<file path="config.mk">
export PLATFORM = sky130hd
export DESIGN_NAME = nlt_queue
export DESIGN_NICKNAME = d
export VERILOG_FILES = /design/src/rtl/nlt_pkg.sv /design/src/rtl/nlt_queue.sv
export SDC_FILE = /design/constraint.sdc
export NUM_CORES = 1
export LEC_CHECK = 0
export BUFFER_PORTS_ARGS = -buffer_cell sky130_fd_sc_hd__buf_2
export CORE_MARGIN = 2
export CORE_UTILIZATION = 47
export DETAILED_ROUTE_END_ITERATION = 6
export PLACE_DENSITY = 0.75
export SKIP_CTS_REPAIR_TIMING = 1
export SYNTH_ARGS = -nofsm -noshare
export SYNTH_HDL_FRONTEND = slang
export SYNTH_SLANG_ARGS = --single-unit
</file>
<file path="constraint.sdc">
create_clock -name i_clk -period 2.65 [get_ports i_clk]
set_input_delay 0.3975 -clock i_clk [delete_from_list [all_inputs] [get_ports i_clk]]
set_output_delay 0.3975 -clock i_clk [all_outputs]
set_load 0.05 [all_outputs]
</file>
<file path="src/rtl/nlt_pkg.sv">
`timescale 1ns / 1ps
// ----------------------------------------------------------------------------
// nlt_pkg
// Shared sizes, register indexes and interface structs of the local threshold
// block.
// ----------------------------------------------------------------------------
package nlt_pkg;

    // frame and window limits
    localparam int MAX_RADIUS  = 40;
    localparam int MAX_WIDTH   = 2048;
    localparam int MAX_HEIGHT  = 2048;
    localparam int STORE_DEPTH = 2 * MAX_RADIUS * MAX_WIDTH + 2 * MAX_RADIUS + 1;

    // field widths fixed by the interface
    localparam int RADCFG_W = 6;
    localparam int K_W      = 9;
    localparam int DIMCFG_W = 12;
    localparam int CFG_W    = 12;
    localparam int COORD_W  = 11;
    localparam int PIX_W    = 8;

    // internal widths
    localparam int RAD_W  = $clog2(MAX_RADIUS + 1);
    localparam int WD_W   = $clog2(MAX_WIDTH + 1);
    localparam int HT_W   = $clog2(MAX_HEIGHT + 1);
    localparam int COL_W  = $clog2(MAX_WIDTH);
    localparam int ROW_W  = $clog2(MAX_HEIGHT);
    localparam int POS_W  = $clog2(MAX_WIDTH * MAX_HEIGHT + 1);
    localparam int DLY_W  = $clog2(MAX_RADIUS * MAX_WIDTH + MAX_RADIUS + 1);
    localparam int ADDR_W = $clog2(STORE_DEPTH);
    localparam int WIN_W  = $clog2(2 * MAX_RADIUS + 2);
    localparam int CNT_W  = $clog2((2 * MAX_RADIUS + 1) * (2 * MAX_RADIUS + 1) + 1);
    localparam int SUM_W  = $clog2((2 * MAX_RADIUS + 1) * (2 * MAX_RADIUS + 1) * 255 + 1);
    localparam int SQ_W   = $clog2((2 * MAX_RADIUS + 1) * (2 * MAX_RADIUS + 1) * 65025 + 1);

    // register indexes
    localparam logic [1:0] REG_RADIUS = 2'd0;
    localparam logic [1:0] REG_K      = 2'd1;
    localparam logic [1:0] REG_WIDTH  = 2'd2;
    localparam logic [1:0] REG_HEIGHT = 2'd3;

    // input kinds
    localparam logic KIND_PIXEL = 1'b0;

    // effective configuration seen by both parts
    typedef struct packed {
        logic [RAD_W-1:0]    radius;
        logic [WD_W-1:0]     width;
        logic [HT_W-1:0]     height;
        logic signed [K_W-1:0] k;
        logic [DLY_W-1:0]    delay;
        logic [POS_W-1:0]    total;
    } t_cfg;

    // one result job
    typedef struct packed {
        logic [ROW_W-1:0]  row;
        logic [COL_W-1:0]  col;
        logic [ADDR_W-1:0] addr;
        logic              last;
    } t_job;

    // line store write
    typedef struct packed {
        logic              en;
        logic [ADDR_W-1:0] addr;
        logic [PIX_W-1:0]  data;
    } t_wr;

endpackage

</file>
<file path="src/rtl/nlt_queue.sv">
`timescale 1ns / 1ps
// ----------------------------------------------------------------------------
// nlt_queue
// Two-entry job queue between the front and the window engine.
// ----------------------------------------------------------------------------
module nlt_queue
    import nlt_pkg::*;
(
    input  logic i_clk,
    input  logic i_rst_n,
    input  logic i_push,
    input  t_job i_job,
    input  logic i_pop,
    output logic o_valid,
    output logic o_empty,
    output t_job o_job
);

    t_job       r_mem [2];
    logic       r_wp;
    logic       r_rp;
    logic [1:0] r_cnt;

    assign o_valid = r_cnt != 2'd0;
    assign o_empty = r_cnt == 2'd0;
    assign o_job   = r_mem[r_rp];

    // storage
    always_ff @(posedge i_clk) begin
        if (i_push && r_cnt != 2'd2) begin
            r_mem[r_wp] <= i_job;
        end
    end

    // pointers and fill count
    always_ff @(posedge i_clk) begin
        if (!i_rst_n) begin
            r_wp  <= 1'b0;
            r_rp  <= 1'b0;
            r_cnt <= 2'd0;
        end else begin
            if (i_push && r_cnt != 2'd2) begin
                r_wp <= ~r_wp;
            end
            if (i_pop && o_valid) begin
                r_rp <= ~r_rp;
            end
            r_cnt <= r_cnt + 2'(i_push && r_cnt != 2'd2) - 2'(i_pop && o_valid);
        end
    end

endmodule

</file>
# --- Yosys cells after proc, flatten, opt, wreduce, memory -nomap -nowiden ---
# Memories as Yosys holds them, arrays and structs flattened. A register that Yosys moved wholly into a read port is not among the register bits.
# Index checks and enable logic that the tools add are counted.
word_totals:
  register_bits: 4
  ramBits: 82
  inputBits: 45
  output_inout_bits: 43
  elab_cells: 17
  memories: 1
op_classes:
  n_addsub: 2
  n_eq_ne: 1
  muxes: 4
  bitwise_logic: 2
  n_reduce_logical: 4
mem_list:
  columns: ["name", "depth", "word_bits", "read_ports", "rd_clocked_by_memory_dff", "write_ports", "line_no", "text"]
  rows:
  - ["r_mem", 2, 41, 1, 1, 1, "nlt_queue.sv:19", "t_job r_mem [2];"]
op_table:
  columns: ["operator", "count"]
  rows:
  - ["2-to-1 mux 1 bit", 4]
  - ["adder 2 x 1 -> 2 bit", 1]
  - ["logical AND 1 bit", 2]
  - ["zero test 2 bit", 1]
  - ["inequality test 2 bit, second input constant", 1]
  - ["inverter 1 bit", 2]
  - ["nonzero test 2 bit", 1]
  - ["subtractor 2 x 1 -> 2 bit", 1]

# --- Logic depth before layout (Yosys ltp) ---
# Gate-level depths: netlist of run 1.
logic_depth:
  word_depth: 4
  depth_mapped: 8
  mapped_depth_nobuf: 8

# --- Least setup slack after synthesis of run 1 ---
# No wires, ideal clock.
synth_timing:
  kind: "input -> register"
  start: "in i_push"
  end: "mem r_mem[0][0] in the netlist's numbering, enable pin"
  setup_ns: 0.439
  arrival_ns: 2.201
  required_time_ns: 2.211
  slack_ns: 0.009
  path_stages: 2
  n_path_buf: 0
  path_cell_list: "o21ai_2 > nor2_1"
synth_between:
  elab_chain_len: 3
synth_lines:
  columns: ["element", "line_no", "text"]
  rows:
  - ["from (decl)", "nlt_queue.sv:11", "input logic i_push,"]
  - ["logical AND 1 bit", "nlt_queue.sv:30", "if (i_push && r_cnt != 2'd2) begin"]
  - ["2-to-1 mux 1 bit", "nlt_queue.sv:30", null]
  - ["2-to-1 mux 1 bit (implied by the code)", "nlt_queue.sv:31", "r_mem[r_wp] <= i_job;"]
  - ["to (decl)", "nlt_queue.sv:19", null]
# Every way passes these cells.

==> impl_metrics.tcl, run 1 <==
set metrics [dict create \
    status "finished, final reports clean" \
    overflow 0 \
    start_util_pct 47.7 \
    port_buffers 87 \
    syn_inst 154 \
    fin_crit_sh_pct 75.8 \
    nFillCells 578 \
    clock.fmax_mhz 498 \
    cap_violations 0 \
    critical_path.cell_chain "buf_4 -> mux2_2 -> buf_2" \
    dr.pass1.iters 4 \
    grt_pass1_wl_um 7340 \
    power.density_nw_per_um2 1050 \
    routed_wl_um 5230 \
    ys_seq_area_share_pct 75.3 \
    yosysWarnings 0 \
    final_core_util_pct 57.6 \
    end_kind "output port" \
    drv_slew 0 \
    synth_commonest_cells "edfxtp_1, mux2_4, dfxtp_1, buf_12, inv_1" \
    grt_pass1_vias 1511 \
    clk_pin_slew_ns 0.08 \
    track_usage_pct 12.9 \
    grt_max_degree 42 \
    ys_async_sr_fraction_pct 0 \
    drc 0 \
    cp-start-kind "register" \
    vias 1620 \
    antenna_left 0 \
    cp_slowest_stage_delay_ns 0.38 \
    antenna_found_initial 0 \
    die_h_um 89.1 \
    ir_drop_uv 866 \
    cts_tree "built" \
    p_leak_nw 1.62 \
    finClkSkew_ns 0.0116 \
    diodes 0 \
    multiInputGateArea_um2 751 \
    drtIter0Drc 75 \
    pre_cts_ws_ns 0.863 \
    coreArea_um2 7140 \
    hold_viol_final 0 \
    synth_fp_nets 201 \
    dieArea_um2 7940 \
    die_x_um 89.1 \
    ys_types 17 \
    cts_buffers 9 \
    slew_headroom_pct 57.3 \
    synth_edf_count 82 \
    rsz0062_at_grt "no" \
    r2r_slack_ns 0.86 \
    cp_max_fo 22 \
    syn_area_per_cell_um2 22.1 \
    cp.arrival_ns 1.61 \
    syn_area_um2 3400 \
    yosys_register_bits 87 \
    num_rows 31 \
    crit_path_top_delay_cell "mux2_2" \
    finalSetupTns_ns 0 \
    period_minus_slack_ns 2.01 \
    clock_path_buffers 2 \
    drive_above_1_share_pct 58.8 \
    clk_latency_ns 0.34 \
    ctsHtreeMaxLevel 3 \
    yosysTopAreaCell "edfxtp_1" \
    critPathKind "reg -> out" \
    ios 88 \
    cts.sinks 87 \
    critPathRequiredTime_ns 2.25 \
    synth_top_area_share_pct 72.3 \
    gp_congestion 0.627 \
    regArea_um2 2560 \
    yosysMostFrequentCell "edfxtp_1" \
    worst_slack_ns 0.641 \
    nNetsFinal 298 \
    syn_to_final_growth_pct 20.7 \
    setup_viol_count_final 0 \
    min_path_type "in -> reg" \
    wl_per_cell_um 14.8 \
    worst_pin_slew_ns 0.640 \
    clockRootBuffer "clkbuf_8" \
    routed_via_density 4.58 \
    ys_top_cells_by_area "edfxtp_1, mux2_4, dfxtp_1" \
    synth_top_flop_cell "edfxtp_1" \
]
routing by layer:
layer  global-route usage (%)  wire (µm)  vias to the layer above
li1                         -          -                      780
met1                     14.9       2200                      784
met2                     21.2       2670                       48
met3                     3.97        260                        8
met4                     7.73         97                        0
met5                        0          0                        -
logic make-up (layout without fill, tap and decap cells):
logic type | after synthesis | in the layout | share of synthesized area [%]
flops | 87 | 87 | 75.3
mux | 42 | 42 | 18.3
simple gates | 9 | 9 | 1.36
buf+inv | 9 | 110 | 3.12
xor+xnor | 3 | 3 | 0.772
fa+ha+maj | 2 | 2 | 0.735
compound gates | 2 | 2 | 0.478
critical path, delay by kind of cell (launching register included):
kind / cells / cell delay, ns
buf+inv: 2 / 0.56
mux: 1 / 0.38
flops: 1 / 0.33
final timing paths:
check | startpoint | end | depth (start not counted)
worst max-delay path | register | o_job[40] | 3
worst min-delay path | i_job[31] | r_mem[1][31]$_DFFE_PP_ | 1
worst min register to register | r_wp$_SDFFE_PN0P_ | r_wp$_SDFFE_PN0P_ | 2
worst max register to register | r_cnt[1]$_SDFF_PN0_ | r_cnt[1]$_SDFF_PN0_ | 8
cell type report:
type                    count  share of cell area, %
flip-flops and latches     87                   62.4
inverters                   4                  0.365
repair buffers             91                   11.6
multi-input cells          58                   18.3
well taps                  99                   3.01
clock inverters             4                   1.16
clock buffers              11                   3.20
per-stage QoR:
stage          hold WS, ns  power [mW]  cells  area, µm²
3_5_place_dp         0.504        3.53    339       3930
6_report             0.237        4.33    354       4110
5_1_grt              0.212        4.51    354       4110
3_3_place_gp         0.493        3.50    339       3930
2_1_floorplan        0.451        3.28    154       3400
4_1_cts              0.215        4.38    354       4110
registers in the layout, summed over array words and instances (netlist names), named ones only:
register and cells:
r_wp 1, r_cnt 2, r_mem 82, r_rp 1
report_power, final:
part / internal, mW / switching (mW) / total [mW]
Clock: 0.428 / 0.424 / 0.853
Combinational: 0.551 / 1.14 / 1.69
Sequential: 1.73 / 0.0565 / 1.78
cell usage in the layout (no fill, tap or decap), types with 2 or more instances in the layout:
cell type / synthesis / final
nor2b_1: 2 / 2
inv_1: 4 / 4
xnor2_1: 3 / 3
buf_4: 0 / 3
clkbuf_1: 0 / 2
dfxtp_1: 5 / 4
nand2_1: 2 / 2
ha_1: 2 / 2
mux2_4: 40 / 40
edfxtp_1: 82 / 82
and2_1: 2 / 2
clkinv_2: 0 / 2
buf_2: 0 / 87
nor2_4: 0 / 2
clkbuf_8: 0 / 9
(Power assumes the default switching activity.)
==> inputs of run 2 (changes only) <==
- ABC_AREA: unset -> 1
- clock period: 2.65 -> 1.6 ns (I/O delays scaled with it)
==> impl_metrics.tcl, run 2 <==
set metrics [dict create \
    status "finished with violations" \
    violations "negative setup slack" \
    antenna_found_initial 0 \
    clock_path_buffers 2 \
    cts.sinks 87 \
    rsz0062_at_grt "yes" \
    ys_top_cells_by_area "edfxtp_1, mux2_4, dfxtp_1" \
    cp-start-kind "register" \
    largest_reg_flops 82 \
    cp_max_fo 13 \
    synth_top_flop_cell "edfxtp_1" \
    coreArea_um2 7140 \
    stdcell_count 369 \
    grt_max_degree 42 \
    syn_to_final_growth_pct 29.1 \
    period_minus_slack_ns 1.73 \
    clockRootBuffer "clkbuf_8" \
    vias 1751 \
    wl_per_cell_um 15.7 \
    syn_area_per_cell_um2 20.7 \
    hpwl_um 3580 \
    port_buffers 87 \
    die_x_um 89.2 \
    total_power_mw 7.94 \
    ys_types 12 \
    p_leak_nw 1.75 \
    ctsHtreeMaxLevel 3 \
    nFillCells 553 \
    slew_headroom_pct 82.1 \
    ir_drop_uv 1550 \
    synth_top_area_share_pct 72.2 \
    overflow 0 \
    synth_fp_nets 212 \
    nNetsFinal 312 \
    largest-register "r_mem" \
    critPathRequiredTime_ns 1.36 \
    placed_cells 350 \
    antenna_left 0 \
    yosysTopAreaCell "edfxtp_1" \
    start_util_pct 47.8 \
    hold_viol_final 0 \
    timing.rr.start "r_cnt[0]$_SDFF_PN0_" \
    layout_commonest_cell "edfxtp_1" \
    mostFrequentLayoutCells "edfxtp_1, buf_2, mux2_4" \
    drv_slew 0 \
    routed_via_density 4.75 \
    cp.arrival_ns 1.49 \
    critPathKind "reg -> out" \
    setup_viol_count_final 41 \
    fin_crit_sh_pct 108 \
    reg_top3 "r_mem: 82 flops, r_cnt: 2 flops" \
    r2r_cells 11 \
    syn_inst 165 \
    cts_tree "built" \
    num_rows 31 \
    yosysWarnings 0 \
    clk_pin_slew_ns 0.08 \
    drc 0 \
    finClkSkew_ns 0.00618 \
    ys_async_sr_fraction_pct 0 \
    r2r_slack_ns 0.04 \
    gp_congestion 0.677 \
    worst_pin_slew_ns 0.271 \
    grt_pass1_vias 1687 \
    drive_above_1_share_pct 59.3 \
    yosys_register_bits 87 \
    ys_seq_area_share_pct 75.2 \
    worst_slack_ns -0.134 \
    cts_buffers 9 \
    diodes 0 \
    synth_commonest_cells "edfxtp_1, mux2_4, nand2_1, inv_1, nor2_1" \
    dpl_cell_area_um2 3970 \
    drtIter0Drc 80 \
    grt_pass1_wl_um 7910 \
    crit_end "o_job[0]" \
    yosysMostFrequentCell "edfxtp_1" \
    ios 88 \
    cap_violations 0 \
    end_kind "output port" \
    track_usage_pct 14.0 \
    timing.rr.end "r_cnt[1]$_SDFF_PN0_" \
    min_path_type "in -> reg" \
    dieArea_um2 7950 \
    clk_latency_ns 0.35 \
    dr.pass1.iters 4 \
    clock.fmax_mhz 577 \
    power.density_nw_per_um2 1800 \
    pre_cts_ws_ns -0.0450 \
    synth_edf_count 82 \
    finalSetupTns_ns -3.73 \
    final_area_um2 4400 \
    syn_area_um2 3410 \
    routed_wl_um 5790 \
    die_h_um 89.2 \
]
## run 2: cell count changes in the layout (fill, tap and decap cells not counted), moves of 5 or more
cell     change
buf_2       -22
nand2_1      +5
buf_6       +22
nor2_1       +6
## run 2: worst min path at each step
| stage | from | to | slack [ns] | cells after the start |
|---|---|---|---|---|
| finish | i_job[8] | r_mem[0][8]$_DFFE_PP_ | 0.07 | 1 |
| global route | i_job[8] | r_mem[0][8]$_DFFE_PP_ | 0.05 | 1 |
| CTS | i_job[8] | r_mem[0][8]$_DFFE_PP_ | 0.05 | 1 |
| floorplan | i_rst_n | r_cnt[0]$_SDFF_PN0_ | 0.33 | 2 |
| global placement | i_job[19] | r_mem[0][19]$_DFFE_PP_ | 0.43 | 1 |
| detailed placement | i_job[8] | r_mem[0][8]$_DFFE_PP_ | 0.43 | 1 |
## run 2: kinds of logic (layout without fill, tap and decap cells)
| group | Yosys count | count (layout) | share of synthesized area [%] |
|---|---|---|---|
| fa+ha+maj | 2 | 2 | 0.734 |
| buf+inv | 13 | 118 | 3.56 |
| mux | 41 | 41 | 17.9 |
| simple gates | 20 | 20 | 2.31 |
| compound gates | 2 | 2 | 0.294 |
| flops | 87 | 87 | 75.2 |
## run 2: final cells by class
| type | instances | area (µm²) | share of cell area [%] |
|---|---|---|---|
| inverters | 8 | 33.8 | 0.767 |
| clock buffers | 9 | 124 | 2.81 |
| flip-flops and latches | 87 | 2570 | 58.4 |
| well taps | 99 | 124 | 2.81 |
| multi-input cells | 65 | 752 | 17.1 |
| clock inverters | 7 | 86.3 | 1.96 |
| repair buffers | 94 | 711 | 16.1 |
## run 2: through the flow
stage               util [%]  hold slack [ns]
floorplan                  -            0.333
detailed placement      55.6            0.431
global route            61.7           0.0496
global placement        55.6            0.427
CTS                     58.5           0.0490
finish                  61.7           0.0673
## run 2: worst max-delay path: stages (launching register included)
cell,delay (ns)
dfxtp_4,0.43
buf_12,0.18
mux2_4,0.31
buf_2,0.21
## run 2: per-layer routing
layer,global-route usage [%],vias to the layer above,part of all wire (%)
li1,-,822,-
met1,15.2,871,40
met2,24.0,50,54
met3,3.32,8,3.8
met4,9.63,0,2.1
met5,0,-,0
## run 2: power by group
| group | total (mW) | leakage [nW] | switching [mW] | internal [mW] |
|---|---|---|---|---|
| sequential | 3.05 | 0.809 | 0.145 | 2.90 |
| combinational | 3.28 | 0.833 | 2.04 | 1.24 |
| clock | 1.61 | 0.108 | 0.744 | 0.869 |
==> inputs of run 3 (changes only) <==
--- a/constraint.sdc
+++ b/constraint.sdc
@@ -3,2 +3,2 @@
 set_output_delay 0.24 -clock i_clk [all_outputs]
-set_load 0.05 [all_outputs]
+set_load 0.01 [all_outputs]
==> impl_metrics.tcl, run 3 (synthesized netlist as in run 2, its figures left out) <==
set metrics [dict create \
    status "finished with violations" \
    violations "negative setup slack" \
    holdWs_ns 0.0788 \
    setup_viol_count_final 23 \
    vias 1724 \
    drive_above_1_share_pct 57.0 \
    ctsHtreeMaxLevel 3 \
    timing.rr.end "r_cnt[1]$_SDFF_PN0_" \
    routed_wl_um 5460 \
    stdcell_count 369 \
    r2r_cells 10 \
    r2r_slack_ns 0.11 \
    power.density_nw_per_um2 1510 \
    drc 0 \
    clockRootBuffer "clkbuf_8" \
    drv_slew 0 \
    cp_max_fo 20 \
    end_kind "output port" \
    wl_met3_um 236 \
    grt_pass1_wl_um 7690 \
    cap_violations 0 \
    clk_latency_ns 0.34 \
    largest_reg_flops 82 \
    cp-start-kind "register" \
    p_leak_nw 1.74 \
    hpwl_um 3600 \
    min-delay-start "i_job[0]" \
    worst_pin_slew_ns 0.258 \
    met2WireLength_um 2840 \
    top_layer "met4" \
    syn_to_final_growth_pct 28.2 \
    overflow 0 \
    nNetsFinal 312 \
    antenna_left 0 \
    hold_viol_final 0 \
    timing.rr.start "r_cnt[0]$_SDFF_PN0_" \
    cts_tree "built" \
    cp.arrival_ns 1.38 \
    ios 88 \
    die_h_um 89.2 \
    grt_pass1_vias 1637 \
    start_util_pct 47.8 \
    clock.fmax_mhz 616 \
    ir_drop_uv 825 \
    total_power_mw 6.60 \
    cts.sinks 87 \
    clock_path_buffers 2 \
    period_minus_slack_ns 1.62 \
    hold_depth 1 \
    routed_via_density 4.67 \
    slew_headroom_pct 82.8 \
    coreArea_um2 7140 \
    drt-met1-wl_um 2260 \
    critPathKind "reg -> out" \
    min_to "r_mem[1][0]$_DFFE_PP_" \
    finalSetupTns_ns -0.212 \
    die_x_um 89.2 \
    critPathRequiredTime_ns 1.36 \
    layout_commonest_cell "edfxtp_1" \
    placed_cells 352 \
    gp_congestion 0.659 \
    antenna_found_initial 0 \
    dr.pass1.iters 6 \
    cts_buffers 9 \
    fin_crit_sh_pct 101 \
    reg_top3 "r_mem: 82 flops, r_cnt: 2 flops" \
    worst_slack_ns -0.0223 \
    pre_cts_ws_ns 0.0732 \
    drtIter0Drc 45 \
    rsz0062_at_grt "yes" \
    mostFrequentLayoutCells "edfxtp_1, buf_2, mux2_4" \
    min_path_type "in -> reg" \
    largest-register "r_mem" \
    track_usage_pct 13.6 \
    clk_pin_slew_ns 0.09 \
    diodes 0 \
    nFillCells 530 \
    finClkSkew_ns 0.00949 \
    dieArea_um2 7950 \
    num_rows 31 \
    port_buffers 87 \
    grt_max_degree 26 \
    wl_per_cell_um 14.8 \
]
-- run 3: stage by stage --
stage               utilization [%]  cell area (µm²)
floorplan                         -             3420
global placement               55.8             3990
detailed placement             55.8             3990
CTS                            58.5             4170
global route                   61.3             4370
finish                         61.3             4370
-- run 3: layout make-up --
type                            instances  area, µm²  share of cell area [%]
Sequential cell                        87       2570                    58.7
Multi-Input combinational cell         65        739                    16.9
Timing Repair Buffer                   94        719                    16.5
Clock buffer                           10        128                    2.92
Tap cell                               99        124                    2.83
Clock inverter                          6       60.1                    1.37
Inverter                                8       33.8                   0.773
-- run 3: how the worst max path moves through the flow --
stage,startpoint,to,slack (ns),cells after the start
after global routing,register,o_job[18],-0.09,3
after floorplan,r_cnt[0]$_SDFF_PN0_,r_mem[0][0]$_DFFE_PP_,0.01,4
final,register,o_job[18],-0.02,3
after CTS,register,o_job[40],-0.21,3
after global placement,r_cnt[0]$_SDFF_PN0_,r_cnt[1]$_SDFF_PN0_,0.14,10
after detailed placement,r_cnt[0]$_SDFF_PN0_,r_cnt[1]$_SDFF_PN0_,0.07,10
-- run 3: layer usage --
metal  global-route usage [%]  up-vias
met3                     2.95        9
li1                         -      821
met2                     22.3       52
met4                     8.55        0
met1                     16.2      842
met5                        0        -
-- run 3: worst max-delay path: stages, from the launching register on --
cell and delay (ns):
dfxtp_4 0.38, buf_12 0.19, mux2_4 0.32, buf_2 0.14
-- run 3: report_power, final --
group	internal (mW)	switching [mW]
registers	2.89	0.108
clock network	0.717	0.729
logic	1.21	0.945
