File: config.mk
export PLATFORM = sky130hd
export DESIGN_NAME = nlt_front
export DESIGN_NICKNAME = d
export VERILOG_FILES = /design/src/rtl/nlt_pkg.sv /design/src/rtl/nlt_front.sv
export SDC_FILE = /design/constraint.sdc
export NUM_CORES = 1
export LEC_CHECK = 0
export BUFFER_PORTS_ARGS = -buffer_cell sky130_fd_sc_hd__buf_2
export CELL_PAD_IN_SITES_DETAIL_PLACEMENT = 2
export CELL_PAD_IN_SITES_GLOBAL_PLACEMENT = 2
export CORE_ASPECT_RATIO = 0.9
export CORE_MARGIN = 5
export CORE_UTILIZATION = 34
export CTS_CLUSTER_SIZE = 40
export DETAILED_ROUTE_END_ITERATION = 8
export PLACE_DENSITY = 0.89
export SLEW_MARGIN = 20
export SYNTH_ARGS = -nofsm -noshare
export SYNTH_HDL_FRONTEND = slang
export SYNTH_SLANG_ARGS = --single-unit
File: constraint.sdc
create_clock -name i_clk -period 7.17 [get_ports i_clk]
set_input_delay 1.0755 -clock i_clk [delete_from_list [all_inputs] [get_ports i_clk]]
set_output_delay 1.0755 -clock i_clk [all_outputs]
set_load 0.01 [all_outputs]
File: src/rtl/nlt_pkg.sv
`timescale 1ns / 1ps
// ----------------------------------------------------------------------------
// nlt_pkg
// Shared sizes, register indexes and interface structs of the local threshold
// block.
// ----------------------------------------------------------------------------
package nlt_pkg;

    // frame and window limits
    localparam int MAX_RADIUS  = 40;
    localparam int MAX_WIDTH   = 2048;
    localparam int MAX_HEIGHT  = 2048;
    localparam int STORE_DEPTH = 2 * MAX_RADIUS * MAX_WIDTH + 2 * MAX_RADIUS + 1;

    // field widths fixed by the interface
    localparam int RADCFG_W = 6;
    localparam int K_W      = 9;
    localparam int DIMCFG_W = 12;
    localparam int CFG_W    = 12;
    localparam int COORD_W  = 11;
    localparam int PIX_W    = 8;

    // internal widths
    localparam int RAD_W  = $clog2(MAX_RADIUS + 1);
    localparam int WD_W   = $clog2(MAX_WIDTH + 1);
    localparam int HT_W   = $clog2(MAX_HEIGHT + 1);
    localparam int COL_W  = $clog2(MAX_WIDTH);
    localparam int ROW_W  = $clog2(MAX_HEIGHT);
    localparam int POS_W  = $clog2(MAX_WIDTH * MAX_HEIGHT + 1);
    localparam int DLY_W  = $clog2(MAX_RADIUS * MAX_WIDTH + MAX_RADIUS + 1);
    localparam int ADDR_W = $clog2(STORE_DEPTH);
    localparam int WIN_W  = $clog2(2 * MAX_RADIUS + 2);
    localparam int CNT_W  = $clog2((2 * MAX_RADIUS + 1) * (2 * MAX_RADIUS + 1) + 1);
    localparam int SUM_W  = $clog2((2 * MAX_RADIUS + 1) * (2 * MAX_RADIUS + 1) * 255 + 1);
    localparam int SQ_W   = $clog2((2 * MAX_RADIUS + 1) * (2 * MAX_RADIUS + 1) * 65025 + 1);

    // register indexes
    localparam logic [1:0] REG_RADIUS = 2'd0;
    localparam logic [1:0] REG_K      = 2'd1;
    localparam logic [1:0] REG_WIDTH  = 2'd2;
    localparam logic [1:0] REG_HEIGHT = 2'd3;

    // input kinds
    localparam logic KIND_PIXEL = 1'b0;

    // effective configuration seen by both parts
    typedef struct packed {
        logic [RAD_W-1:0]    radius;
        logic [WD_W-1:0]     width;
        logic [HT_W-1:0]     height;
        logic signed [K_W-1:0] k;
        logic [DLY_W-1:0]    delay;
        logic [POS_W-1:0]    total;
    } t_cfg;

    // one result job
    typedef struct packed {
        logic [ROW_W-1:0]  row;
        logic [COL_W-1:0]  col;
        logic [ADDR_W-1:0] addr;
        logic              last;
    } t_job;

    // line store write
    typedef struct packed {
        logic              en;
        logic [ADDR_W-1:0] addr;
        logic [PIX_W-1:0]  data;
    } t_wr;

endpackage

File: src/rtl/nlt_front.sv
`timescale 1ns / 1ps
// ----------------------------------------------------------------------------
// nlt_front
// Accepts words, holds configuration and raster counters, writes the line
// store and issues a job whenever a result falls due.
// ----------------------------------------------------------------------------
module nlt_front
    import nlt_pkg::*;
(
    input  logic                i_clk,
    input  logic                i_rst_n,
    input  logic                i_cfg_we,
    input  logic [1:0]          i_cfg_idx,
    input  logic [CFG_W-1:0]    i_cfg_data,
    input  logic                i_s_tvalid,
    input  logic                i_s_tuser,
    input  logic [PIX_W-1:0]    i_s_tdata,
    output logic                o_s_tready,
    input  logic                i_q_empty,
    input  logic                i_back_busy,
    output logic                o_push,
    output t_job                o_job,
    output t_wr                 o_wr,
    output t_cfg                o_cfg
);

    logic [RADCFG_W-1:0]     r_radius;
    logic signed [K_W-1:0]   r_k;
    logic [DIMCFG_W-1:0]     r_width;
    logic [DIMCFG_W-1:0]     r_height;
    t_cfg                    r_cfg;
    t_cfg                    n_cfg;
    logic                    r_cfg_stale;

    logic [POS_W-1:0]  r_in_pos;
    logic [ADDR_W-1:0] r_in_addr;
    logic [POS_W-1:0]  r_out_pos;
    logic [ROW_W-1:0]  r_out_row;
    logic [COL_W-1:0]  r_out_col;
    logic [ADDR_W-1:0] r_out_addr;

    logic              acc;
    logic              wr_en;
    logic [POS_W-1:0]  n_in_pos;
    logic              due;
    logic              wrap;

    // effective register values and derived sizes
    always_comb begin
        n_cfg.radius = (r_radius == '0) ? RAD_W'(1) :
                       (32'(r_radius) > MAX_RADIUS) ? RAD_W'(MAX_RADIUS) : RAD_W'(r_radius);
        n_cfg.width  = (r_width == '0) ? WD_W'(1) :
                       (32'(r_width) > MAX_WIDTH) ? WD_W'(MAX_WIDTH) : WD_W'(r_width);
        n_cfg.height = (r_height == '0) ? HT_W'(1) :
                       (32'(r_height) > MAX_HEIGHT) ? HT_W'(MAX_HEIGHT) : HT_W'(r_height);
        n_cfg.k      = r_k;
        n_cfg.delay  = DLY_W'(n_cfg.radius * n_cfg.width) + DLY_W'(n_cfg.radius);
        n_cfg.total  = POS_W'(n_cfg.width * n_cfg.height);
    end

    // one item at a time: the store must not move while a window is read;
    // hold off while the derived configuration catches up
    assign o_s_tready = i_q_empty && !i_back_busy && !r_cfg_stale;
    assign acc        = i_s_tvalid && o_s_tready;

    // classify the word
    always_comb begin
        wr_en    = (i_s_tuser == KIND_PIXEL) && (r_in_pos < r_cfg.total);
        n_in_pos = r_in_pos + POS_W'(wr_en);
        due      = (r_out_pos < r_cfg.total) &&
                   ((n_in_pos == r_cfg.total) ||
                    ((n_in_pos - r_out_pos) > POS_W'(r_cfg.delay)));
        wrap     = (r_out_pos + POS_W'(1)) == r_cfg.total;
    end

    assign o_push    = acc && due;
    assign o_job.row  = r_out_row;
    assign o_job.col  = r_out_col;
    assign o_job.addr = r_out_addr;
    assign o_job.last = wrap;
    assign o_wr.en   = acc && wr_en;
    assign o_wr.addr = r_in_addr;
    assign o_wr.data = i_s_tdata;
    assign o_cfg     = r_cfg;

    // derived configuration
    always_ff @(posedge i_clk) begin
        r_cfg <= n_cfg;
    end

    // derived configuration is registered, so it trails reset and register writes
    always_ff @(posedge i_clk) begin
        if (!i_rst_n) begin
            r_cfg_stale <= 1'b1;
        end else begin
            r_cfg_stale <= i_cfg_we;
        end
    end

    // registers and raster counters
    always_ff @(posedge i_clk) begin
        if (!i_rst_n) begin
            r_radius   <= RADCFG_W'(40);
            r_k        <= -K_W'(51);
            r_width    <= DIMCFG_W'(640);
            r_height   <= DIMCFG_W'(480);
            r_in_pos   <= '0;
            r_in_addr  <= '0;
            r_out_pos  <= '0;
            r_out_row  <= '0;
            r_out_col  <= '0;
            r_out_addr <= '0;
        end else if (i_cfg_we) begin
            case (i_cfg_idx)
                REG_RADIUS: r_radius <= i_cfg_data[RADCFG_W-1:0];
                REG_K:      r_k      <= i_cfg_data[K_W-1:0];
                REG_WIDTH:  r_width  <= i_cfg_data[DIMCFG_W-1:0];
                REG_HEIGHT: r_height <= i_cfg_data[DIMCFG_W-1:0];
                default: begin
                end
            endcase
            r_in_pos   <= '0;
            r_in_addr  <= '0;
            r_out_pos  <= '0;
            r_out_row  <= '0;
            r_out_col  <= '0;
            r_out_addr <= '0;
        end else if (acc) begin
            if (due && wrap) begin
                // last result of the frame: both counts restart
                r_in_pos   <= '0;
                r_in_addr  <= '0;
                r_out_pos  <= '0;
                r_out_row  <= '0;
                r_out_col  <= '0;
                r_out_addr <= '0;
            end else begin
                if (wr_en) begin
                    r_in_pos  <= n_in_pos;
                    r_in_addr <= (32'(r_in_addr) == STORE_DEPTH - 1) ? '0 :
                                 r_in_addr + 1'b1;
                end
                if (due) begin
                    r_out_pos  <= r_out_pos + 1'b1;
                    r_out_addr <= (32'(r_out_addr) == STORE_DEPTH - 1) ? '0 :
                                  r_out_addr + 1'b1;
                    if (32'(r_out_col) == 32'(r_cfg.width) - 1) begin
                        r_out_col <= '0;
                        r_out_row <= r_out_row + 1'b1;
                    end else begin
                        r_out_col <= r_out_col + 1'b1;
                    end
                end
            end
        end
    end

endmodule

Word-level counts from Yosys, hierarchy flattened
Cells that the tools add are included.
- add/sub/neg operators: 9
- $mul: 2
- order comparisons: 6
- equal/unequal tests: 8
- multiplexer cells: 22
- bitwise operators: 2
- reductions and logical operators: 26
- operators by type and width (operator ; count):
    $mux W18 ; 6
    $mux W23 ; 4
    $mux W11 ; 6
    $mux W12 ; 4
    $eq A23 B23 Y1 ; 2
    $lt A23 B23 Y1 ; 2
    $add A18 B1 Y18 const B ; 2
    $eq A18 B18 Y1 const B ; 2
    $eq A11 B32 Y1 ; 1
    $gt A12 B12 Y1 const B ; 2
    $logic_not A12 Y1 ; 2
    $add A23 B1 Y23 ; 1
    $add A23 B1 Y23 const B ; 1
    $gt A23 B17 Y1 ; 1
    $mul A12 B12 Y23 ; 1
    $sub A23 B23 Y23 ; 1
    $add A11 B1 Y11 const B ; 2
    $add A17 B6 Y17 ; 1
    $mul A6 B12 Y17 ; 1
    $sub A12 B1 Y13 const B ; 1
    $mux W6 ; 2
    $reduce_and A2 Y1 ; 6
    $logic_and A1 B1 Y1 ; 8
    $gt A6 B6 Y1 const B ; 1
    10 further kinds ; 15
- register bits: 223
- input port bits: 29
- output and inout port bits: 149

Longest topological paths before layout
Gate-level depths: netlist of run 1.
- word-level depth: 10
- depth in mapped cells: 38

Least setup slack after synthesis of run 1
Ideal clock, no wire load.
- path type: register to output
- start: register r_cfg (netlist bit o_cfg[16])
- end: output o_push
- arrival time: 6.204 ns
- data required time: 6.094 ns
- slack: -0.109 ns
- stages on the path, launching flop included: 36
- path buffers: 4
- path through: dfxtp_1 > clkbuf_1 > inv_1 > ha_1 > a21o_1 > a21o_1 > a21oi_1 > o2111ai_1 > nor2_1 > ha_1 > ha_1 > and3_1 > clkbuf_1 > nand4_1 > xor2_1 > inv_1 > ha_1 > nand2_1 > nor2_1 > and2_1 > a211o_1 > o21ai_0 > nand2b_1 > a21oi_1 > xnor2_1 > ha_1 > a21o_1 > a21oi_1 > nand4_1 > nand3_1 > o311ai_2 > nor4_4 > a21o_1 > buf_2 > inv_2 > buf_2
- word-level cells in the longest chain between the ends: 8
- RTL lines (item ; line ; text):
    start, declared ; nlt_front.sv:31 ; t_cfg r_cfg;
    start signal, assigned ; nlt_front.sv:88 ; r_cfg <= n_cfg;
    $lt A23 B23 Y1 ; nlt_front.sv:68 ; wr_en = (i_s_tuser == KIND_PIXEL) && (r_in_pos < r_cfg.total);
    $logic_and A1 B1 Y1 ; nlt_front.sv:68 ;
    $add A23 B1 Y23 ; nlt_front.sv:69 ; n_in_pos = r_in_pos + POS_W'(wr_en);
    $sub A23 B23 Y23 ; nlt_front.sv:72 ; ((n_in_pos - r_out_pos) > POS_W'(r_cfg.delay)));
    $gt A23 B17 Y1 ; nlt_front.sv:72 ;
    $logic_or A1 B1 Y1 ; nlt_front.sv:71 ; ((n_in_pos == r_cfg.total) ||
    $logic_and A1 B1 Y1 (*) ; nlt_front.sv:70 ; due = (r_out_pos < r_cfg.total) &&
    $logic_and A1 B1 Y1 (*) ; nlt_front.sv:76 ; assign o_push = acc && due;
    end, declared ; nlt_front.sv:21 ; output logic o_push,
Mark *: on every way between the ends. The rest lies on a longest branch, timed or not.

Final worst setup path of run 1
- start: register r_cfg (netlist bit o_cfg[19])
- end: output o_push
Same word-level chain as after synthesis.

==> flow_metrics.env, run 1 <==
export IMPL_vias_per_cell=5.812
export IMPL_drive_gt1_share_pct=18.54
export IMPL_crit_family="simple AND/OR/NAND/NOR gates"
export IMPL_power_density_mw_per_mm2=173.9
export IMPL_rsz0062_at_grt="yes"
export IMPL_vias=20015
export IMPL_syn_num_nets=2796
export IMPL_reg2regPathDepth=37
export IMPL_clk_pin_slew_ns=0.07
export IMPL_synth_edf_count=0
export IMPL_overflow=0
export IMPL_synth_cells=2432
export IMPL_numCtsBuffers=29
export IMPL_utilization_pct=41.17
export IMPL_core_area_mm2=0.05844
export IMPL_cts_root_buf="clkbuf_16"
export IMPL_area_delta_synth_final_pct=19.94
export IMPL_power_mw=4.185
export IMPL_clk_latency_ns=0.63
export IMPL_antenna_found_initial=6
export IMPL_fillers=6545
export IMPL_drtIter0Drc=1315
export IMPL_grt_use_total_pct=26.89
export IMPL_hold_path_end="o_cfg[48]"
export IMPL_worst_setup_path_end_kind="primary output"
export IMPL_crit_top_cell="ha_4"
export IMPL_required_ns=6.09
export IMPL_p_leak_nw=11.19
export IMPL_worstReg2RegStart="o_cfg[19]"
export IMPL_tightest_slew_ns=1.166
export IMPL_r2r_end="r_out_addr[9]"
export IMPL_dominantRegCellSynth="dfxtp_1"
export IMPL_antenna_cells=0
export IMPL_cts_buffer_depth=3
export IMPL_failed_checks="negative setup slack"
export IMPL_antenna_left=0
export IMPL_status="complete, but fails checks"
export IMPL_placementRows=84
export IMPL_reg2reg_setup_slack_ns=-0.15
export IMPL_worst_hold_startpoint="r_k[8]"
export IMPL_die_h_um=240.4
export IMPL_min_period_ns=7.835
export IMPL_ir_drop_uv=166.6
export IMPL_cp_max_fo=4
export IMPL_layout_nets=3014
export IMPL_cts_tree="done"
export IMPL_dr_pass1_iters=5
export IMPL_synth_area_mm2=0.02006
export IMPL_die_x_um=266.0
export IMPL_ctsHtreeMaxLevel=1
export IMPL_register_area_mm2=0.004484
export IMPL_hold_class="flip-flop to flip-flop"
export IMPL_slew_violations=0
export IMPL_critical_path_buf_inv_count=5
export IMPL_ioPinCount=178
export IMPL_wl_per_cell_um=27.02
export IMPL_whs_path_depth=0
export IMPL_start_util_pct=34.33
export IMPL_first_global_vias=22467
export IMPL_multiInputGateArea_mm2=0.01463
export IMPL_synth_area_per_cell_um2=8.249
export IMPL_relSlewSlack_pct=21.58
export IMPL_cpPeakStageDelay_ns=0.36
export IMPL_synth_cell_types=87
export IMPL_worstPathArrival_ns=6.76
export IMPL_skew_ns=0.05775
export IMPL_ys_seq_elements=223
export IMPL_drc_errors=0
export IMPL_grt_max_degree=46
export IMPL_globalplace_congestion=0.9291
export IMPL_setup_slack_ns=-0.6655
export IMPL_yosysWarnings=0
export IMPL_cap_violations=0
export IMPL_cts_sinks=223
export IMPL_yosysSeqAreaShare_pct=22.25
export IMPL_finalHoldViolations=0
export IMPL_cp_start_kind="flip-flop"
export IMPL_finalCritPeriodShare_pct=109.3
export IMPL_grt_pass1_wl_um=135200
export IMPL_io_buffers=161
export IMPL_die_area_mm2=0.06397
export IMPL_finalSetupViolCount=8
export IMPL_async_reset_ff_share_pct=0
export IMPL_fmax_mhz=127.6
export IMPL_dp_hpwl_um=67340
export IMPL_path_class="flip-flop to primary output"
export IMPL_crit_slowest_cell="dfxtp_1"
export IMPL_drt_total_wl_um=93060
==> cell type report <==
type | instances | share of cell area, %
flip-flops and latches | 223 | 18.64
multi-input cells | 1817 | 60.79
clock inverters | 17 | 1.004
repair buffers | 301 | 7.878
clock buffers | 34 | 3.302
inverters | 278 | 4.363
well taps | 774 | 4.025
==> power breakdown <==
group          total, mW  leakage, nW  internal (mW)  switching, mW
logic               1.19         8.86          0.437          0.748
clock network       1.64        0.510          0.972          0.671
registers           1.36         1.82           1.30         0.0540
==> worst max path at each step <==
stage,depth (start not counted),endpoint,from
floorplan,35,o_push,o_cfg[16]
global placement,30,o_push,i_s_tuser
detailed placement,34,o_push,o_cfg[12]
CTS,33,o_push,o_cfg[8]
global route,31,o_push,o_cfg[17]
finish,33,o_push,o_cfg[19]
==> cells by family after synthesis <==
kind of cell	Yosys count	synth area share, %
flops	223	22.25
mux	19	0.9667
xor+xnor	134	5.956
simple gates	895	21.77
compound gates	434	15.07
fa+ha+maj	335	26.25
buf+inv	392	7.734
==> cell usage after synthesis (7+ instances only) <==
cell type / number / area, um^2
inv_1: 272 / 1021
o21ai_0: 56 / 280.3
nor3b_1: 12 / 90.09
a32o_1: 9 / 90.09
nor4_1: 23 / 143.9
and3_1: 34 / 212.7
o211ai_1: 20 / 150.1
nand3_1: 71 / 355.3
a31oi_1: 9 / 56.30
or3_1: 30 / 187.7
or4_1: 16 / 120.1
a21o_1: 36 / 270.3
clkbuf_1: 71 / 266.5
a211o_1: 17 / 148.9
xor2_1: 37 / 324.1
a21boi_0: 27 / 202.7
fa_1: 143 / 2863
dfxtp_1: 223 / 4464
o32ai_1: 12 / 105.1
buf_2: 25 / 125.1
o31ai_1: 12 / 90.09
nand2b_1: 33 / 206.5
nand4_1: 35 / 219.0
buf_4: 11 / 82.58
o22ai_1: 15 / 93.84
nor2b_1: 29 / 181.4
o21a_1: 19 / 142.6
and2_1: 28 / 175.2
mux2i_1: 16 / 160.2
nand2_1: 341 / 1280
o21bai_1: 7 / 52.55
nor2_1: 147 / 551.8
xnor2_1: 95 / 832.1
nor3_1: 49 / 245.2
ha_1: 192 / 2402
a21oi_1: 117 / 585.6
or2_2: 15 / 93.84
==> flip-flops by register name (all words and copies together), names as in the netlist <==
signal and count:
r_in_pos 23, r_out_col 11, r_cfg_stale 1, r_radius 6, r_width 12, o_cfg 79
r_height 12, r_out_pos 23, r_out_row 11, r_out_addr 18, r_in_addr 18, r_k 9
==> timing repair <==
action	in CTS	in global routing
gates resized for setup	86	39
hold endpoints to repair	0	0
buffers inserted	15	7
hold buffers	0	0
setup endpoints to repair	8	34
pin swaps	42	23
==> metrics by stage <==
| stage | setup slack [ns] | hold WS [ns] | area [um^2] | std cells | TNS, ns |
|---|---|---|---|---|---|
| after CTS | -0.1853 | 0.3585 | 23820 | 3437 | -0.1853 |
| after floorplan | 0.05617 | 0.3306 | 20060 | 2432 | 0 |
| final | -0.6655 | 0.3548 | 24060 | 3444 | -1.232 |
| after global routing | -0.7393 | 0.3608 | 24060 | 3444 | -3.806 |
| after global placement | 0.1635 | 0.3428 | 22250 | 3371 | 0 |
| after detailed placement | -0.09951 | 0.3484 | 22250 | 3371 | -0.09951 |
==> cell usage in the layout (no fill, tap or decap), types with 18 or more instances in the layout <==
master / count
nand2b_1: 32
nor4_1: 21
inv_1: 262
o211ai_1: 20
and3_1: 33
xnor2_1: 88
or3_1: 29
o21ai_0: 49
nand4_1: 35
dfxtp_1: 209
buf_2: 160
buf_4: 136
nand2_1: 336
clkbuf_16: 29
a21oi_1: 105
and2_1: 26
nor2_1: 143
xor2_1: 36
ha_1: 174
a21o_1: 35
a21boi_0: 27
nor3_1: 45
nor2b_1: 28
o21a_1: 18
nand3_1: 67
fa_1: 143
==> routing by layer <==
metal / track usage (%) / wire length [um] / share of wire (%) / vias up
met5: 0 / 50 / 0.054 / -
li1: - / - / - / 8696
met1: 31.36 / 36240 / 39 / 10270
met4: 11.61 / 4875 / 5.2 / 6
met3: 4.369 / 4986 / 5.4 / 306
met2: 48.87 / 46910 / 50 / 737
No activity file was read; power rests on OpenSTA's default activity.
==> run 2, diff against run 1 <==
Settings changed: CORE_MARGIN 5 to 2.
==> run 2 against run 1 <==
  * The run still ends with negative setup slack left
  * Setup slack got worse by 0.27 ns
  * Clock power rose by 7%
  * Combinational power rose by 4%
  * First-iteration DRC count rose by 12%
  * Largest cell class unchanged
  * Largest power group unchanged
==> flow_metrics.env, run 2 (synthesis gave the netlist of run 1 again) <==
export IMPL_crit_start="o_cfg[8]"
export IMPL_setup_slack_ns=-0.9323
export IMPL_wl_per_cell_um=27.99
export IMPL_io_buffers=161
export IMPL_cp_endpoint="o_push"
export IMPL_antenna_found_initial=4
export IMPL_fmax_mhz=123.4
export IMPL_r2r_end="r_out_row[10]"
export IMPL_path_class="flip-flop to primary output"
export IMPL_placementRows=84
export IMPL_ioPinCount=178
export IMPL_cap_violations=0
export IMPL_worstPathArrival_ns=7.03
export IMPL_tightest_slew_ns=1.222
export IMPL_layout_common_cells="nand2_1, inv_1, dfxtp_1"
export IMPL_ir_drop_uv=179.4
export IMPL_worstReg2RegStart="o_cfg[8]"
export IMPL_crit_family="compound AO/OA/AOI/OAI gates"
export IMPL_reg2regPathDepth=32
export IMPL_antenna_cells=0
export IMPL_cts_hold_buffers=0
export IMPL_crit_cells=31
export IMPL_critical_path_buf_inv_count=7
export IMPL_clk_pin_slew_ns=0.07
export IMPL_ctsHtreeMaxLevel=1
export IMPL_finalHoldViolations=0
export IMPL_failed_checks="negative setup slack"
export IMPL_relSlewSlack_pct=17.84
export IMPL_vias_per_cell=5.852
export IMPL_crit_slowest_cell="or3_4"
export IMPL_overflow=0
export IMPL_drive_gt1_share_pct=20.15
export IMPL_area_delta_synth_final_pct=22.82
export IMPL_rsz0062_at_grt="yes"
export IMPL_first_global_vias=22779
export IMPL_cts_buffer_depth=3
export IMPL_p_leak_nw=11.52
export IMPL_skew_ns=0.06448
export IMPL_status="complete, but fails checks"
export IMPL_cpPeakStageDelay_ns=0.43
export IMPL_slew_violations=0
export IMPL_grt_pass1_wl_um=142900
export IMPL_min_period_ns=8.102
export IMPL_hold_class="flip-flop to flip-flop"
export IMPL_drtIter0Drc=1478
export IMPL_layout_nets=3070
export IMPL_largest_register_ffs=79
export IMPL_cts_tree="done"
export IMPL_crit_top_cell="buf_4"
export IMPL_vias=20505
export IMPL_power_density_mw_per_mm2=176.1
export IMPL_reg2reg_setup_slack_ns=-0.39
export IMPL_globalplace_congestion=0.9427
export IMPL_dp_hpwl_um=67960
export IMPL_final_common_cell="nand2_1"
export IMPL_setup_tns_ns=-13.23
export IMPL_start_util_pct=34.39
export IMPL_fillers=6476
export IMPL_required_ns=6.09
export IMPL_clk_latency_ns=0.65
export IMPL_drt_total_wl_um=98080
export IMPL_core_area_mm2=0.05833
export IMPL_register_area_mm2=0.004481
export IMPL_grt_use_total_pct=30.52
export IMPL_worst_setup_path_end_kind="primary output"
export IMPL_finalSetupViolCount=94
export IMPL_cts_sinks=223
export IMPL_die_h_um=234.4
export IMPL_power_mw=4.339
export IMPL_drc_errors=0
export IMPL_finalCritPeriodShare_pct=113.0
export IMPL_cts_root_buf="clkbuf_16"
export IMPL_antenna_left=0
export IMPL_dr_pass1_iters=5
export IMPL_cp_start_kind="flip-flop"
export IMPL_numCtsBuffers=30
export IMPL_die_x_um=260.0
export IMPL_multiInputGateArea_mm2=0.01470
export IMPL_die_area_mm2=0.06096
export IMPL_cp_max_fo=4
export IMPL_grt_max_degree=49
==> run 2: layout make-up <==
class	instances	area share [%]
timing repair buffer	356	9.507
tap	774	3.931
clock buffer	35	3.205
inverter	278	4.235
clock inverter	21	1.265
sequential	223	18.19
multi-input combinational	1817	59.67
==> run 2: stage by stage <==
step                std cells  hold slack [ns]  setup WS [ns]  utilization (%)  instance area [um^2]
floorplan                2432           0.3306        0.05617                -                 20060
global placement         3382           0.3419        0.08018            38.28                 22330
detailed placement       3382           0.3409        -0.4186            38.28                 22330
CTS                      3488           0.3562        -0.3421            41.60                 24270
global route             3504           0.3687        -0.9389            42.24                 24640
finish                   3504           0.3557        -0.9323            42.24                 24640
==> run 2: what timing repair did <==
item / 4_1_cts / 5_1_grt
resized for setup: 98 / 46
cloned: 0 / 0
setup buffers: 54 / 23
pin swaps: 45 / 36
setup endpoints to repair: 100 / 100
==> run 2: worst reg2reg max path, delay by kind of cell, from the launching register on <==
| kind | cells | cell delay [ns] |
|---|---|---|
| AOI/OAI and AO/OA | 11 | 2.25 |
| xor gates and xnor gates | 2 | 0.40 |
| adders and majority gates | 4 | 1.03 |
| buffers and inverters | 6 | 0.96 |
| DFF | 1 | 0.36 |
| and+or+nand+nor | 9 | 2.46 |
==> run 2: metal layers <==
metal,up-vias,share of wire (%),global-route usage [%]
met5,-,0.015,0
met4,2,4.8,12.21
met3,304,5.6,4.522
met2,820,50,55.62
met1,10548,39,35.88
li1,8831,-,-
==> run 2: worst min path at each step <==
stage	endpoint	depth (start not counted)	slack [ns]	startpoint
after detailed placement	o_cfg[46]	0	0.34	r_k[6]
after floorplan	o_cfg[40]	0	0.33	r_k[0]
after global placement	o_cfg[41]	0	0.34	r_k[1]
after global routing	o_cfg[40]	0	0.37	r_k[0]
after CTS	o_cfg[45]	0	0.36	r_k[5]
final	o_cfg[45]	0	0.36	r_k[5]
==> run 2: where the power goes <==
part / internal, mW / switching [mW]
sequential: 1.30 / 0.0488
combinational: 0.450 / 0.789
clock: 1.02 / 0.733
